`src/fwrm_pkg.sv`:
```
// fwrm_pkg: beat payload types, command and status codes, and the
// controller/datapath handshake structs of the fenwick range map.
// No dependencies.
`default_nettype none

package fwrm_pkg;

    localparam logic [2:0] CMD_PUSH   = 3'd0;
    localparam logic [2:0] CMD_ADD    = 3'd1;
    localparam logic [2:0] CMD_READ   = 3'd2;
    localparam logic [2:0] CMD_PREFIX = 3'd3;
    localparam logic [2:0] CMD_FIND   = 3'd4;
    localparam logic [2:0] CMD_TOTAL  = 3'd5;
    localparam logic [2:0] CMD_POP    = 3'd6;
    localparam logic [2:0] CMD_CLEAR  = 3'd7;

    localparam logic [2:0] ST_OK     = 3'd0;
    localparam logic [2:0] ST_ZERO   = 3'd1;
    localparam logic [2:0] ST_BAD    = 3'd2;
    localparam logic [2:0] ST_OFFSET = 3'd3;
    localparam logic [2:0] ST_FULL   = 3'd4;
    localparam logic [2:0] ST_EMPTY  = 3'd5;

    typedef struct packed {
        logic [2:0]  command;
        logic [9:0]  entry_index;
        logic [31:0] width_value;
        logic [31:0] offset;
    } fw_in_t;

    typedef struct packed {
        logic [9:0]  result_index;
        logic [31:0] result_value;
        logic [10:0] entry_count;
        logic [2:0]  status;
    } fw_out_t;

    // controller to datapath
    typedef struct packed {
        logic load;
        logic rd;
        logic use_rd;
        logic wr;
        logic srch_init;
        logic fin;
    } ctl_cmd_t;

    // datapath to controller
    typedef struct packed {
        logic [2:0] op;
        logic       err;
        logic       more;
        logic       big;
        logic       srch;
    } dp_stat_t;

endpackage

`default_nettype wire

```
`src/fwrm_ctrl.sv`:
```
// fwrm_ctrl: command sequencer for the fenwick range map.
// Depends on fwrm_pkg; drives fwrm_datapath.
`default_nettype none

module fwrm_ctrl
    import fwrm_pkg::*;
(
    input  wire logic     aclk,
    input  wire logic     aresetn,
    input  wire logic     s_valid,
    output logic          s_ready,
    output logic          m_valid,
    input  wire logic     m_ready,
    input  wire dp_stat_t stat,
    output ctl_cmd_t      cmd
);

    typedef enum logic [5:0] {
        S_IDLE  = 6'b000001,
        S_CHECK = 6'b000010,
        S_RD    = 6'b000100,
        S_USE   = 6'b001000,
        S_WR    = 6'b010000,
        S_FIN   = 6'b100000
    } state_t;

    state_t state_reg, state_next;
    logic   m_valid_reg, m_valid_next;

    always_comb begin
        state_next   = state_reg;
        m_valid_next = m_valid_reg;
        cmd          = '0;
        if (m_valid_reg && m_ready) begin
            m_valid_next = 1'b0;
        end
        case (state_reg)
            S_IDLE: begin
                if (s_valid) begin
                    cmd.load   = 1'b1;
                    state_next = S_CHECK;
                end
            end
            S_CHECK: begin
                if (stat.err || stat.op == CMD_POP || stat.op == CMD_CLEAR) begin
                    state_next = S_FIN;
                end else if (stat.more) begin
                    state_next = S_RD;
                end else if (stat.op == CMD_PUSH) begin
                    state_next = S_WR;
                end else if (stat.op == CMD_FIND && !stat.srch && !stat.big) begin
                    // total known and offset in range: start the descent
                    cmd.srch_init = 1'b1;
                    state_next    = S_RD;
                end else begin
                    state_next = S_FIN;
                end
            end
            S_RD: begin
                cmd.rd     = 1'b1;
                state_next = S_USE;
            end
            S_USE: begin
                cmd.use_rd = 1'b1;
                state_next = (stat.op == CMD_ADD) ? S_WR : S_CHECK;
            end
            S_WR: begin
                cmd.wr     = 1'b1;
                state_next = (stat.op == CMD_PUSH) ? S_FIN : S_CHECK;
            end
            S_FIN: begin
                if (!m_valid_reg || m_ready) begin
                    cmd.fin      = 1'b1;
                    m_valid_next = 1'b1;
                    state_next   = S_IDLE;
                end
            end
            default: begin
                state_next = S_IDLE;
            end
        endcase
    end

    always_ff @(posedge aclk) begin
        if (!aresetn) begin
            state_reg   <= S_IDLE;
            m_valid_reg <= 1'b0;
        end else begin
            state_reg   <= state_next;
            m_valid_reg <= m_valid_next;
        end
    end

    assign s_ready = (state_reg == S_IDLE);
    assign m_valid = m_valid_reg;

endmodule

`default_nettype wire

```
`config.mk`:
```
export PLATFORM = sky130hd
export DESIGN_NAME = fwrm_ctrl
export DESIGN_NICKNAME = d
export VERILOG_FILES = /design/src/fwrm_pkg.sv /design/src/fwrm_ctrl.sv
export SDC_FILE = /design/constraint.sdc
export NUM_CORES = 1
export LEC_CHECK = 0
export BUFFER_PORTS_ARGS = -buffer_cell sky130_fd_sc_hd__buf_2
export CAP_MARGIN = 0
export CORE_AREA = 4 4 41 43
export DETAILED_ROUTE_END_ITERATION = 8
export DIE_AREA = 0 0 45 47
export SKIP_CTS_REPAIR_TIMING = 1
export SKIP_LAST_GASP = 1
export SYNTH_ARGS = -nofsm -noshare
export SYNTH_HDL_FRONTEND = slang
export SYNTH_SLANG_ARGS = --single-unit
```
`constraint.sdc`:
```
create_clock -name aclk -period 3.66 [get_ports aclk]
set_clock_uncertainty 0.05 [all_clocks]
set_input_delay 0.366 -clock aclk [delete_from_list [all_inputs] [get_ports aclk]]
set_output_delay 0.366 -clock aclk [all_outputs]
set_load 0.005 [all_outputs]
```
; Word level (Yosys, flattened, before mapping)
; Cells that the tools add are included.
[totals]
memories = 0
wordCells = 49
ff_bits = 7
latchBits = 0
mem_bits_rw = 0
output_inout_bits = 8
romBits = 0
[classes]
n_mul = 0
div = 0
n_shift = 0
n_addsub = 0
n_reduce_logical = 11
eq_ne = 12
magnitude_cmp = 0
bitwise = 0
n_mux = 24
[op_table]
columns = op, count
row1 = 6-bit two-way mux, 7
row2 = 6-bit case mux with 6 select lines, 1
row3 = 1-bit two-way mux, 15
row4 = 3-bit equality test (second input constant), 3
row5 = 6-bit by 1-bit equality test with 1-bit output (second input constant), 1
row6 = 6-bit by 2-bit equality test with 1-bit output (second input constant), 1
row7 = 6-bit by 3-bit equality test with 1-bit output (second input constant), 1
row8 = 6-bit by 4-bit equality test with 1-bit output (second input constant), 1
row9 = 6-bit by 5-bit equality test with 1-bit output (second input constant), 1
row10 = 6-bit equality test (second input constant), 1
row11 = 5-bit two-way mux, 1
row12 = 2-bit inequality test (second input constant), 2
row13 = 3-bit by 1-bit equality test with 1-bit output (second input constant), 1
row14 = 1-bit logical AND, 3
row15 = 1-bit zero test, 3
row16 = 3-bit zero test, 1
row17 = 1-bit logical OR, 3
row18 = 2-bit AND reduction, 1

; Depth between registers and ports, before layout
[logic_depth]
word_depth = 8
depth_mapped = 6

; Worst setup path after synthesis
; No wires, ideal clock.
[synth_timing]
kind = reg2out
startpoint = reg state_reg[0]
endpoint = out cmd[2] (netlist bit)
slack_ps = 2106
n_path_buf = 0
stages_incl_launch_ff = 3
t_arrival_ps = 1138
path_cell_list = dfxtp_1 > or4_4 > nor3b_4
[synth_rtl]
columns = item, line
row1 = "start, declared", fwrm_ctrl.sv:27  ; state_t state_reg, state_next;
row2 = "start signal, assigned", fwrm_ctrl.sv:89  ; state_reg <= state_next;
row3 = "end, declared", fwrm_ctrl.sv:15  ; output ctl_cmd_t cmd

==> summary.md <==
| Metric | Value |
|---|---|
| Max FFs per register | `6` |
| Chip width | `45 um` |
| Max-Cap Viols | `0` |
| Final setup viols | `0` |
| Worst skew pair latency | `250 ps` |
| Register share of total power | `37.3%` |
| PwrDens | `slightly above 400 nW/um^2` |
| Clock transition at path regs | `50 ps` |
| Path depth of the worst reg2reg path | `5` |
| Die area | `roughly 2100 um^2` |
| Fmax | `approximately 0.50 GHz` |
| Syn Nets | `74` |
| Non-filler cells, final | `roughly 100` |
| Pint | `0.0001695 W` |
| Yosys cell types | `33` |
| Worst-path maximum fanout | `8` |
| Status | `completed` |
| Synth warnings | `0` |
| Top-area cell type share of the netlist area | `27.52%` |
| CTS tree | `built` |
| Total Wirelength | `1153 um` |
| Worst setup EP type | `primary output` |
| Setup_tns | `0 ps` |
| Worst path bufs/invs | `2` |
| Post-synth EDFFs | `0` |
| Worst EP arrival | `1590 ps` |
| Syn-to-layout area delta | `24.32%` |
| Sequential area share after synthesis | `27.52%` |
| Num rows | `13` |
| Setup CP Type | `flip-flop to primary output` |
| Final hold violation count | `0` |
| I/O Buffers | `18` |
| Async SR Flop Fraction | `0%` |
| NetSw | `between 0.00009 and 0.0001 W` |
| Syn avg cell area | `8.083 um^2` |
| Crit. path cell count | `5` |
| Flip-flop and latch area | `140.1 um^2` |
| Synth Flop Type | `dfxtp_1` |
| Top cells by area, synth | `dfxtp_1, nor3_1, nor2_1, o21ai_0, nor3b_4` |
| Post-place setup slack | `1930 ps` |
| Clock Power Share | `26.4%` |
| First drt pass iteration count | `4` |
| Post-synthesis cell count | `63` |
| I/O pin count | `19` |
| Vias in the first global route | `452` |
| Yosys top cell by area | `dfxtp_1` |
| Period utilization | `around 55%` |
| Setup crit start kind | `flip-flop` |
| First-pass GRT wire length | `around 1900 um` |
| Slowest library cell on the worst path | `dfxtp_1` |
| CTS root buf | `clkbuf_4` |
| Initial antenna violation count | `0` |
| Largest net degree at the start of global routing | `9` |
| Initial DRC count | `6` |
| Rel. slew slack | `74.69%` |
| Worst path top cell family by delay | `simple AND/OR/NAND/NOR gates` |
| Delay of the slowest critical-path stage | `410 ps` |
| CP cell instances | `nor4_2 > nand3b_1 > inv_1 > and2_1 > buf_2` |
| H-tree Lvls | `1` |
| Crit path required time | `3240 ps` |
| Inserted Clock Buffers | `3` |
| DPL Wire Length | `975.5 um` |
| RSZ-0062 raised after global routing | `false` |
| Core area | `~1300 um^2` |
| Sink Count | `7` |
| Vias post-DR | `510` |
| Grt ovf | `0` |
| Final Net Count | `95` |
| Ant diodes | `0` |
| Slew Viols, Final | `0` |
| Routability cong. | `0.8078` |
| Placed Cells | `94` |
| Final worst slack | `1653 ps` |
| Minimum period implied by the final worst setup slack | `2007 ps` |
| Switching Fraction | `between 30% and 40%` |
| Filler cells | `about 150` |
| Post-route ant nets | `0` |
| Multi-input logic area | `roughly 340 um^2` |
| Die Y | `47 um` |
| Via-to-Cell Ratio | `5.204` |
| Min-delay worst type | `primary input to flip-flop` |
| Share of layout cells above drive strength 1 | `37.35%` |
| Yosys reg bits | `7` |
| Global Route Usage Sum | `between 10% and 20%` |
| Synthesized cell area | `509.2 um^2` |
| DRC violations left | `0` |
| Max IR drop VDD | `270.1 uV` |
| Least-Margin Pin Slew | `around 380 ps` |
| Post-layout util | `roughly 49%` |
| Hold path depth | `3` |
| Starting Density | `39.13%` |
| Wire per inst | `11.77 um` |
| Worst-case clock buffer depth | `2` |
| Leakage Power | `roughly 0.28 nW` |
| Gate power share | `between 30% and 40%` |
==> metrics by stage <==
stage / hold slack, ps / total power, W / area, um^2
2_1_floorplan: 441.7 / 0.0001629 / 509.2
3_3_place_gp: 455.2 / 0.0001953 / 605.6
3_5_place_dp: 459.9 / 0.0001943 / 605.6
4_1_cts: 328.1 / 0.0002655 / 633.1
5_1_grt: 350.8 / 0.0002874 / 633.1
6_report: 334.5 / 0.0002615 / 633.1
==> worst reg2reg max path, cell delays in order (launching register included) <==
cell and delay, ps:
dfxtp_1 540, nor4_2 110, nand3b_1 190, inv_1 90, nor3_1 350, and4bb_2 280
==> logic make-up (layout without fill, tap and decap cells) <==
logic type,count (synthesis),after routing,share of synthesized area [%]
buf+inv,6,26,5.404
flops,7,7,27.52
simple gates,33,33,42.27
compound gates,16,16,23.10
xor+xnor,1,1,1.720
==> Yosys cell counts (2+ instances only) <==
| master | number |
|---|---|
| nand3_1 | 2 |
| nor3_1 | 6 |
| nor2_1 | 7 |
| dfxtp_1 | 7 |
| o21ai_0 | 4 |
| a31oi_1 | 2 |
| a21oi_1 | 3 |
| nand2b_1 | 2 |
| inv_1 | 4 |
| nand3b_1 | 2 |
| nand2_1 | 2 |
==> metal layers <==
layer	global-route usage [%]	wire length, um	up-vias
li1	-	-	272
met5	0	0	-
met2	19.49	549	12
met1	16.97	545	222
met4	3.509	10	0
met3	5.747	46	4
==> power groups by stage <==
| stage | clock network (W) | registers (W) | logic [W] |
|---|---|---|---|
| after global placement | 0 | 0.0000984 | 0.0000969 |
| final | 0.0000690 | 0.0000975 | 0.0000950 |
| after floorplan | 0 | 0.0000961 | 0.0000668 |
| after CTS | 0.0000725 | 0.0000972 | 0.0000958 |
| after global routing | 0.0000807 | 0.0000990 | 0.000108 |
| after detailed placement | 0 | 0.0000989 | 0.0000954 |
==> path summary, 6_finish.rpt <==
path,start,to,slack [ps]
worst max-delay path,state_reg[3]$_SDFFE_PN0P_,cmd[5],1650
worst max register to register,state_reg[3]$_SDFFE_PN0P_,state_reg[4]$_SDFFE_PN0P_,1940
worst min-delay path,aresetn,m_valid$_SDFF_PN0_,330
worst min register to register,m_valid$_SDFF_PN0_,m_valid$_SDFF_PN0_,460
==> layout make-up <==
class / count / share of cell area, %
Sequential cell: 7 / 22.13
Timing Repair Buffer: 18 / 14.23
Clock inverter: 1 / 0.7905
Multi-Input combinational cell: 50 / 53.95
Inverter: 4 / 2.372
Clock buffer: 3 / 3.557
Tap cell: 15 / 2.964
==> cell usage in the layout, fill, tap and decap left out, types with 2 or more instances in the layout <==
| cell type | count |
|---|---|
| a21oi_1 | 3 |
| a31oi_1 | 2 |
| buf_2 | 18 |
| clkbuf_4 | 3 |
| dfxtp_1 | 7 |
| inv_1 | 4 |
| nand2_1 | 2 |
| nand2b_1 | 2 |
| nand3_1 | 2 |
| nand3b_1 | 2 |
| nor2_1 | 7 |
| nor3_1 | 6 |
| o21ai_0 | 4 |
Power figures use the tool's default switching activity.
